### config.mk
export PLATFORM = sky130hd
export DESIGN_NAME = wrapped_bin_histogram_digits
export DESIGN_NICKNAME = d
export VERILOG_FILES = /design/src/design/whd_pkg.sv /design/src/design/wrapped_bin_histogram_digits.sv /design/src/design/whd_div.sv
export SDC_FILE = /design/constraint.sdc
export NUM_CORES = 2
export LEC_CHECK = 0
export BUFFER_PORTS_ARGS = -buffer_cell sky130_fd_sc_hd__buf_2
export CAP_MARGIN = 20
export CORE_MARGIN = 1.5
export CORE_UTILIZATION = 35
export DETAILED_ROUTE_END_ITERATION = 8
export PLACE_DENSITY = 0.6
export SYNTH_ARGS = -nofsm -noshare
export SYNTH_HDL_FRONTEND = slang
export SYNTH_SLANG_ARGS = --single-unit
### constraint.sdc
create_clock -name i_clk -period 8.8 [get_ports i_clk]
set_input_delay 0.44 -clock i_clk [delete_from_list [all_inputs] [get_ports i_clk]]
set_output_delay 0.44 -clock i_clk [all_outputs]
set_load 0.01 [all_outputs]
### src/design/whd_pkg.sv
// ----------------------------------------------------------------------------
// whd_pkg - shared types and constants for the wrapped bin histogram
// Widths, bin count, register indexes and the divider request type.
// ----------------------------------------------------------------------------
`default_nettype none

package whd_pkg;

    // histogram geometry
    localparam int BIN_COUNT = 10;
    localparam int BIN_W     = (BIN_COUNT > 1) ? $clog2(BIN_COUNT) : 1;

    // field widths
    localparam int MZ_W      = 40;
    localparam int INT_W     = 32;
    localparam int SUM_W     = 48;
    localparam int BASE_W    = 6;
    localparam int DIGIT_W   = 6;
    localparam int NUM_W     = 6;
    localparam int PROD_W    = BASE_W + SUM_W;

    // stream packing
    localparam int IN_DATA_W  = 72;
    localparam int OUT_DATA_W = 16;

    // shared divider
    localparam int DIV_BITS_W = MZ_W;
    localparam int CNT_W      = 6;
    localparam int QUOT_W     = DIGIT_W;

    // configuration port
    localparam int CFG_IDX_W  = 2;
    localparam int CFG_DATA_W = 40;
    localparam logic [CFG_IDX_W-1:0] CFG_DIGIT_BASE = 2'd0;
    localparam logic [CFG_IDX_W-1:0] CFG_BIN_WIDTH  = 2'd1;

    // register reset values
    localparam logic [BASE_W-1:0] BASE_RESET  = 6'd10;
    localparam logic [MZ_W-1:0]   WIDTH_RESET = 40'd100000000;

    // digit base clamp limits
    localparam logic [BASE_W-1:0] BASE_MIN = 6'd2;
    localparam logic [BASE_W-1:0] BASE_MAX = 6'd36;

    // divider start request
    typedef struct packed {
        logic             start;
        logic [CNT_W-1:0] count;
    } t_div_req;

endpackage

`default_nettype wire

### src/design/wrapped_bin_histogram_digits.sv
// ----------------------------------------------------------------------------
// wrapped_bin_histogram_digits - wrapped bin spectrum histogram digits
// Bins ions by m/z into a wrapped histogram and emits one digit per bin on
// the last ion of a spectrum.
// ----------------------------------------------------------------------------
// Each ion beat is accepted in idle, then worked on one shared restoring
// divider that retires one quotient bit of the 40-bit m/z per cycle and
// raises its done strobe, then written to the bin store with a saturating
// add. On the beat marked tlast, the block then emits BIN_COUNT digit beats;
// each digit is a store read, a 6x48 multiply, a divider start, and six
// divider steps plus the done strobe on the same divider, then the output
// wait. When the histogram is empty the divider steps are skipped and the
// digit is zero. Every bin is cleared as its digit is formed. The input
// side is not ready while an ion or its digits are being worked. The
// configuration channel is always ready and should be written only while
// the block is idle.
`default_nettype none

module wrapped_bin_histogram_digits
    import whd_pkg::*;
(
    input  wire logic                  i_clk,
    input  wire logic                  i_rst_n,
    // configuration write channel
    input  wire logic                  i_cfg_valid,
    output logic                       o_cfg_ready,
    input  wire logic [CFG_IDX_W-1:0]  i_cfg_index,
    input  wire logic [CFG_DATA_W-1:0] i_cfg_data,
    // ion input stream
    input  wire logic                  s_axis_tvalid,
    output logic                       s_axis_tready,
    input  wire logic [IN_DATA_W-1:0]  s_axis_tdata,   // mz_micro[39:0], intensity_q[71:40]
    input  wire logic                  s_axis_tlast,   // last_ion
    // digit output stream
    output logic                       m_axis_tvalid,
    input  wire logic                  m_axis_tready,
    output logic [OUT_DATA_W-1:0]      m_axis_tdata,   // bin_digit[5:0], bin_number[11:6], pad
    output logic                       m_axis_tlast    // last_digit
);

    typedef enum logic [7:0] {
        S_IDLE   = 8'b0000_0001,
        S_BIN    = 8'b0000_0010,
        S_ACC    = 8'b0000_0100,
        S_RDK    = 8'b0000_1000,
        S_MUL    = 8'b0001_0000,
        S_DSTART = 8'b0010_0000,
        S_DWAIT  = 8'b0100_0000,
        S_OUT    = 8'b1000_0000
    } t_state;

    t_state r_state, n_state;

    // configuration registers
    logic [BASE_W-1:0] r_base;
    logic [MZ_W-1:0]   r_width;

    // per-ion and per-digit registers
    logic [INT_W-1:0]   r_inten;
    logic               r_last;
    logic [BIN_W-1:0]   r_idx;
    logic [BIN_W-1:0]   r_k;
    logic [SUM_W-1:0]   r_largest;
    logic [PROD_W-1:0]  r_prod;
    logic [DIGIT_W-1:0] r_digit;

    // bin store
    logic [SUM_W-1:0]     r_mem [BIN_COUNT];
    logic [BIN_COUNT-1:0] r_valid;
    logic [SUM_W-1:0]     r_rd_data;
    logic                 r_rd_valid;

    // divider hookup
    t_div_req              w_req;
    logic [SUM_W-1:0]      w_rem_init;
    logic [DIV_BITS_W-1:0] w_bits;
    logic [SUM_W-1:0]      w_divisor;
    logic                  w_done;
    logic [QUOT_W-1:0]     w_quot;
    logic [BIN_W-1:0]      w_mod;

    logic              w_in_acc;
    logic              w_out_acc;
    logic [MZ_W-1:0]   w_width_eff;
    logic [BASE_W-1:0] w_scale;
    logic [SUM_W-1:0]  w_rd_eff;
    logic [SUM_W:0]    w_sum_raw;
    logic [SUM_W-1:0]  w_sum;
    logic [BIN_W-1:0]  w_rd_addr;
    logic              w_k_last;

    assign w_in_acc  = s_axis_tvalid & s_axis_tready;
    assign w_out_acc = m_axis_tvalid & m_axis_tready;
    assign w_k_last  = (r_k == BIN_W'(BIN_COUNT - 1));

    // operand conditioning: zero width as one, base clamped, scale = base - 1
    always_comb begin
        w_width_eff = (r_width == '0) ? MZ_W'(1) : r_width;
        if (r_base < BASE_MIN) begin
            w_scale = BASE_MIN - 1'b1;
        end else if (r_base > BASE_MAX) begin
            w_scale = BASE_MAX - 1'b1;
        end else begin
            w_scale = r_base - 1'b1;
        end
    end

    // saturating accumulate
    always_comb begin
        w_rd_eff  = r_rd_valid ? r_rd_data : '0;
        w_sum_raw = {1'b0, w_rd_eff} + (SUM_W+1)'(r_inten);
        w_sum     = w_sum_raw[SUM_W] ? {SUM_W{1'b1}} : w_sum_raw[SUM_W-1:0];
    end

    // divider requests: full m/z division for an ion, six steps for a digit
    always_comb begin
        w_req.start = 1'b0;
        w_req.count = CNT_W'(DIV_BITS_W);
        w_rem_init  = '0;
        w_bits      = s_axis_tdata[MZ_W-1:0];
        w_divisor   = SUM_W'(w_width_eff);
        if (r_state == S_IDLE) begin
            w_req.start = w_in_acc;
        end else begin
            w_req.start = (r_state == S_DSTART) && (r_largest != '0);
            w_req.count = CNT_W'(QUOT_W);
            w_rem_init  = r_prod[PROD_W-1:QUOT_W];
            w_bits      = {r_prod[QUOT_W-1:0], (DIV_BITS_W-QUOT_W)'(0)};
            w_divisor   = r_largest;
        end
    end

    whd_div u_div (
        .i_clk      (i_clk),
        .i_rst_n    (i_rst_n),
        .i_req      (w_req),
        .i_rem_init (w_rem_init),
        .i_bits     (w_bits),
        .i_divisor  (w_divisor),
        .o_done     (w_done),
        .o_quot     (w_quot),
        .o_mod      (w_mod)
    );

    // sequencer
    always_comb begin
        n_state = r_state;
        unique case (r_state)
            S_IDLE:   if (w_in_acc) n_state = S_BIN;
            S_BIN:    if (w_done) n_state = S_ACC;
            S_ACC:    n_state = r_last ? S_RDK : S_IDLE;
            S_RDK:    n_state = S_MUL;
            S_MUL:    n_state = S_DSTART;
            S_DSTART: n_state = (r_largest == '0) ? S_OUT : S_DWAIT;
            S_DWAIT:  if (w_done) n_state = S_OUT;
            S_OUT: begin
                if (w_out_acc) n_state = w_k_last ? S_IDLE : S_RDK;
            end
            default:  n_state = S_IDLE;
        endcase
    end

    always_ff @(posedge i_clk) begin
        if (!i_rst_n) begin
            r_state <= S_IDLE;
        end else begin
            r_state <= n_state;
        end
    end

    // configuration writes
    always_ff @(posedge i_clk) begin
        if (!i_rst_n) begin
            r_base  <= BASE_RESET;
            r_width <= WIDTH_RESET;
        end else if (i_cfg_valid) begin
            unique case (i_cfg_index)
                CFG_DIGIT_BASE: r_base  <= i_cfg_data[BASE_W-1:0];
                CFG_BIN_WIDTH:  r_width <= i_cfg_data[MZ_W-1:0];
                default: ;
            endcase
        end
    end

    // ion capture, bin index, digit counter, largest sum
    always_ff @(posedge i_clk) begin
        if (!i_rst_n) begin
            r_largest <= '0;
            r_k       <= '0;
        end else begin
            if (r_state == S_ACC) begin
                if (w_sum > r_largest) r_largest <= w_sum;
                r_k <= '0;
            end
            if ((r_state == S_OUT) && w_out_acc) begin
                if (w_k_last) begin
                    r_largest <= '0;
                end else begin
                    r_k <= r_k + 1'b1;
                end
            end
        end
    end

    always_ff @(posedge i_clk) begin
        if (w_in_acc) begin
            r_inten <= s_axis_tdata[MZ_W +: INT_W];
            r_last  <= s_axis_tlast;
        end
        if ((r_state == S_BIN) && w_done) r_idx <= w_mod;
        if (r_state == S_MUL) r_prod <= PROD_W'(w_scale) * PROD_W'(w_rd_eff);
        if (r_state == S_DSTART) r_digit <= '0;
        if ((r_state == S_DWAIT) && w_done) r_digit <= w_quot;
    end

    // bin store: one read address, one write address
    assign w_rd_addr = (r_state == S_BIN) ? w_mod : r_k;

    always_ff @(posedge i_clk) begin
        r_rd_data <= r_mem[w_rd_addr];
        if (r_state == S_ACC) begin
            r_mem[r_idx] <= w_sum;
        end else if (r_state == S_MUL) begin
            r_mem[r_k] <= '0;
        end
    end

    always_ff @(posedge i_clk) begin
        if (!i_rst_n) begin
            r_valid    <= '0;
            r_rd_valid <= 1'b0;
        end else begin
            r_rd_valid <= r_valid[w_rd_addr];
            if (r_state == S_ACC) begin
                r_valid[r_idx] <= 1'b1;
            end else if (r_state == S_MUL) begin
                r_valid[r_k] <= 1'b0;
            end
        end
    end

    // ports
    assign o_cfg_ready   = 1'b1;
    assign s_axis_tready = (r_state == S_IDLE);
    assign m_axis_tvalid = (r_state == S_OUT);
    assign m_axis_tdata  = {(OUT_DATA_W-DIGIT_W-NUM_W)'(0), NUM_W'(r_k), r_digit};
    assign m_axis_tlast  = w_k_last;

endmodule

`default_nettype wire

### src/design/whd_div.sv
// ----------------------------------------------------------------------------
// whd_div - shared restoring divider
// One quotient bit per cycle, MSB first. Keeps a running quotient mod
// BIN_COUNT and the low quotient bits for digit results.
// ----------------------------------------------------------------------------
`default_nettype none

module whd_div
    import whd_pkg::*;
(
    input  wire logic                  i_clk,
    input  wire logic                  i_rst_n,
    input  wire t_div_req              i_req,
    input  wire logic [SUM_W-1:0]      i_rem_init,  // partial remainder, below divisor
    input  wire logic [DIV_BITS_W-1:0] i_bits,      // remaining dividend bits, MSB first
    input  wire logic [SUM_W-1:0]      i_divisor,
    output logic                       o_done,
    output logic [QUOT_W-1:0]          o_quot,
    output logic [BIN_W-1:0]           o_mod
);

    logic                  r_busy;
    logic [CNT_W-1:0]      r_cnt;
    logic [SUM_W-1:0]      r_rem;
    logic [DIV_BITS_W-1:0] r_bits;
    logic [SUM_W-1:0]      r_div;
    logic [QUOT_W-1:0]     r_quot;
    logic [BIN_W-1:0]      r_mod;
    logic                  r_done;

    logic [SUM_W:0]        w_trial;
    logic                  w_ge;
    logic [SUM_W:0]        w_diff;
    logic [BIN_W:0]        w_mod2;
    logic [BIN_W:0]        w_mod_nx;

    // one restoring step
    always_comb begin
        w_trial = {r_rem, r_bits[DIV_BITS_W-1]};
        w_ge    = (w_trial >= {1'b0, r_div});
        w_diff  = w_trial - {1'b0, r_div};
        w_mod2  = {r_mod, w_ge};
        if (w_mod2 >= (BIN_W+1)'(BIN_COUNT)) begin
            w_mod_nx = w_mod2 - (BIN_W+1)'(BIN_COUNT);
        end else begin
            w_mod_nx = w_mod2;
        end
    end

    // control
    always_ff @(posedge i_clk) begin
        if (!i_rst_n) begin
            r_busy <= 1'b0;
            r_done <= 1'b0;
            r_cnt  <= '0;
        end else begin
            r_done <= 1'b0;
            if (i_req.start) begin
                r_busy <= 1'b1;
                r_cnt  <= i_req.count;
            end else if (r_busy) begin
                r_cnt <= r_cnt - 1'b1;
                if (r_cnt == CNT_W'(1)) begin
                    r_busy <= 1'b0;
                    r_done <= 1'b1;
                end
            end
        end
    end

    // datapath
    always_ff @(posedge i_clk) begin
        if (i_req.start) begin
            r_rem  <= i_rem_init;
            r_bits <= i_bits;
            r_div  <= i_divisor;
            r_quot <= '0;
            r_mod  <= '0;
        end else if (r_busy) begin
            r_rem  <= w_ge ? w_diff[SUM_W-1:0] : w_trial[SUM_W-1:0];
            r_bits <= {r_bits[DIV_BITS_W-2:0], 1'b0};
            r_quot <= {r_quot[QUOT_W-2:0], w_ge};
            r_mod  <= w_mod_nx[BIN_W-1:0];
        end
    end

    assign o_done = r_done;
    assign o_quot = r_quot;
    assign o_mod  = r_mod;

endmodule

`default_nettype wire

==> impl_metrics.env <==
export IMPL_status="finished clean"
export IMPL_end_kind="register"
export IMPL_cp_required_ns=9.40
export IMPL_intPower_w=0.00896
export IMPL_start_util=0.353
export IMPL_p_seq_frac=0.412
export IMPL_whs_ns=0.0483
export IMPL_vias=37671
export IMPL_h_tree_depth=3
export IMPL_swShare=0.338
export IMPL_yosys_most_used_dff="edfxtp_1"
export IMPL_netlist_instances=4923
export IMPL_cts_resized=0
export IMPL_ant_nets=0
export IMPL_critPathBufInv=5
export IMPL_setup_viol=0
export IMPL_yosys_warnings=0
export IMPL_finalHoldViolations=0
export IMPL_start_kind="register"
export IMPL_grt_pass1_vias=36188
export IMPL_clock_sinks=895
export IMPL_synthMuxAreaShare=0.00896
export IMPL_synth_area_um2=49900
export IMPL_combPwrFrac=0.286
export IMPL_wire_per_inst_um=21.2
export IMPL_p_switching_w=0.00457
export IMPL_fin_crit_sh=0.903
export IMPL_synth_top_family_by_area="simple AND/OR/NAND/NOR gates"
export IMPL_wirelength_um=149000
export IMPL_cts_tree="built"
export IMPL_final_nets=5570
export IMPL_globalRouteOverflowTotal=0
export IMPL_crit_family="compound AO/OA/AOI/OAI gates"
export IMPL_clk_pin_slew_ns=0.06
export IMPL_slowest_stage="nor4bb_1"
export IMPL_synthAdderAreaFrac=0.125
export IMPL_yosys_top_cells_area="edfxtp_1 43%, fa_1 7.5%, dfxtp_1 7.3%, nand2_1 6.9%, ha_1 5.0%"
export IMPL_synthSimpleGateAreaFrac=0.161
export IMPL_cap_violations=0
export IMPL_seq_area_frac_synth=0.502
export IMPL_grt_setup_unrepaired="false"
export IMPL_r2r_slack_ns=0.85
export IMPL_die_x_um=380
export IMPL_grt_max_degree=143
export IMPL_insertion_delay_ns=0.73
export IMPL_crit_arrival_ns=8.55
export IMPL_synthArstFlopShare=0
export IMPL_ir_worst_vdd_uv=195
export IMPL_slowest_delay_ns=1.01
export IMPL_final_common_cell="nand2_1"
export IMPL_grt_total_usage=0.202
export IMPL_hold_path_class="in2reg"
export IMPL_grt_first_pass_wirelength_um=225000
export IMPL_yosysTopAreaCell="edfxtp_1"
export IMPL_crit_path_max_fanout=28
export IMPL_postCtsSetupBuffers=0
export IMPL_synth_area_per_cell_um2=10.1
export IMPL_cts_hold_buf=106
export IMPL_cts_path_max_buffers=3
export IMPL_synth_top_area_frac=0.429
export IMPL_final_cell_mix="921 x nand2_1, 713 x edfxtp_1, 376 x inv_1, 372 x nor2_1, 291 x a21oi_1"
export IMPL_area_growth_pct=13.7
export IMPL_drtPass1Iterations=5
export IMPL_placementRows=138
export IMPL_max_slew_worst_pin_slew_ns=1.18
export IMPL_fin_setup_tns_ns=0
export IMPL_cts_inserted_buffers=95
export IMPL_core_area_um2=141000
export IMPL_first_iter_violations=3480
export IMPL_synth_edff_count=713
export IMPL_die_area_um2=145000
export IMPL_drv_slew=0
export IMPL_power_density_nw_per_um2=239
export IMPL_drive_above_1_share=0.0765
export IMPL_fin_ws_ns=0.852
export IMPL_post_route_min_period_ns=7.95
export IMPL_viasPerCell=5.35
export IMPL_synth_compound_area_frac=0.126
export IMPL_p_clk_frac=0.302
export IMPL_pre_cts_slack_ns=1.08
export IMPL_synth_xor_area_share=0.0234
export IMPL_drc=0
export IMPL_ys_types=84
export IMPL_root_buffer="clkbuf_16"
export IMPL_maxSlewHeadroom=0.203
export IMPL_criticalPathCategory="reg2reg"
export IMPL_io_pins=140
export IMPL_finalClockSkew_ns=0.0611
export IMPL_power_leakage_nw=22.4
export IMPL_portBuffers=132
export IMPL_antenna_found_initial=2
export IMPL_ys_ff_latch=895
export IMPL_max_freq_mhz=126
export IMPL_die_h_um=380
export IMPL_dp_hpwl_um=104000
export IMPL_gp_congestion=0.955
## cells in the mapped netlist (all sizes together) (14+ instances only)
| master | number |
|---|---|
| dfxtp | 182 |
| o31ai | 14 |
| ha | 199 |
| nor3 | 38 |
| a211oi | 86 |
| and3 | 68 |
| a31oi | 63 |
| o21bai | 27 |
| a311oi | 73 |
| buf | 88 |
| inv | 378 |
| nor4 | 30 |
| nand3 | 188 |
| and2 | 68 |
| o311ai | 16 |
| nand2 | 922 |
| nor2 | 381 |
| fa | 187 |
| nand4 | 49 |
| a21o | 101 |
| xnor2 | 74 |
| xor2 | 59 |
| o21ai | 202 |
| nor2b | 22 |
| edfxtp | 713 |
| mux2i | 42 |
| a21oi | 294 |
| clkbuf | 178 |
## power by group through the flow
stage / clock network (W) / logic (W) / registers [W]
5_1_grt: 0.00432 / 0.00429 / 0.00560
2_1_floorplan: 0 / 0.00278 / 0.00549
4_1_cts: 0.00416 / 0.00384 / 0.00556
3_3_place_gp: 0 / 0.00375 / 0.00564
6_report: 0.00408 / 0.00387 / 0.00557
3_5_place_dp: 0 / 0.00378 / 0.00565
## worst reg2reg max path, stage by stage (launching register included)
cell	delay (ns)
dfxtp_2	0.39
buf_4	0.25
nand2_1	0.21
inv_1	0.14
fa_1	0.44
a21o_1	0.17
a21oi_1	0.26
o21ai_0	0.22
a22o_1	0.28
a211oi_1	0.22
buf_4	0.18
o22ai_2	0.20
nand3_1	0.21
nor2_1	0.05
buf_4	0.21
nor4bb_1	1.03
inv_1	0.11
ha_1	0.33
a21oi_1	0.13
nor2_1	0.05
a2111oi_0	0.63
or3_1	0.22
a21oi_1	0.08
nor4b_1	0.80
a311o_1	0.47
a31oi_1	0.17
a221oi_1	0.37
## metrics by stage
step	instance area [um^2]	total power (W)	util	cells
floorplan	49900	0.00827	-	4928
global placement	52400	0.00940	0.371	6750
detailed placement	52400	0.00943	0.371	6750
CTS	56700	0.0136	0.401	7036
global route	56700	0.0142	0.401	7037
finish	56700	0.0135	0.401	7038
## final timing paths
check                             end  depth (start not counted)                    start
max          r_largest[39]$_SDFF_PN0_                         26    r_rd_valid$_SDFF_PN0_
min           r_state[7]$_SDFFE_PN0P_                          3            m_axis_tready
min reg2reg   r_valid[7]$_SDFFE_PN0P_                          2  r_valid[7]$_SDFFE_PN0P_
max reg2reg  r_largest[39]$_SDFF_PN0_                         26    r_rd_valid$_SDFF_PN0_
## final cells by class
class / instances / area [um^2]
antenna: 1 / 2.50
clock buffer: 132 / 2690
sequential: 895 / 25100
clock inverter: 48 / 505
multi-input combinational: 3386 / 22400
tap: 1890 / 2360
timing repair buffer: 305 / 2270
fill: 13617 / 84700
inverter: 381 / 1440
## registers in the layout, summed over array words and instances, names as in the netlist, 4 cells and up
register      count
r_base            6
r_digit           6
r_idx             4
r_inten          32
r_k               4
r_largest        48
r_mem           480
r_prod           54
r_rd_data        48
r_state           8
r_valid          10
r_width          40
u_div.o_mod       4
u_div.o_quot      5
u_div.r_bits     40
u_div.r_cnt       6
u_div.r_div      48
u_div.r_rem      48
## layer usage
metal,GRT usage,up-vias,routed length (um)
met5,0,-,0
met4,0.0636,0,4270
met3,0.0334,223,11400
met2,0.313,1368,66700
met1,0.288,18539,66900
li1,-,17541,-
## kinds of logic (layout without fill, tap and decap cells)
group,after synthesis,count (layout)
adders and majority gates,386,386
xor gates and xnor gates,133,133
DFF,895,895
and+or+nand+nor,1835,1835
buffers and inverters,647,866
other,2,8
AOI/OAI and AO/OA,981,981
muxes,44,44
Power figures use the tool's default switching activity.
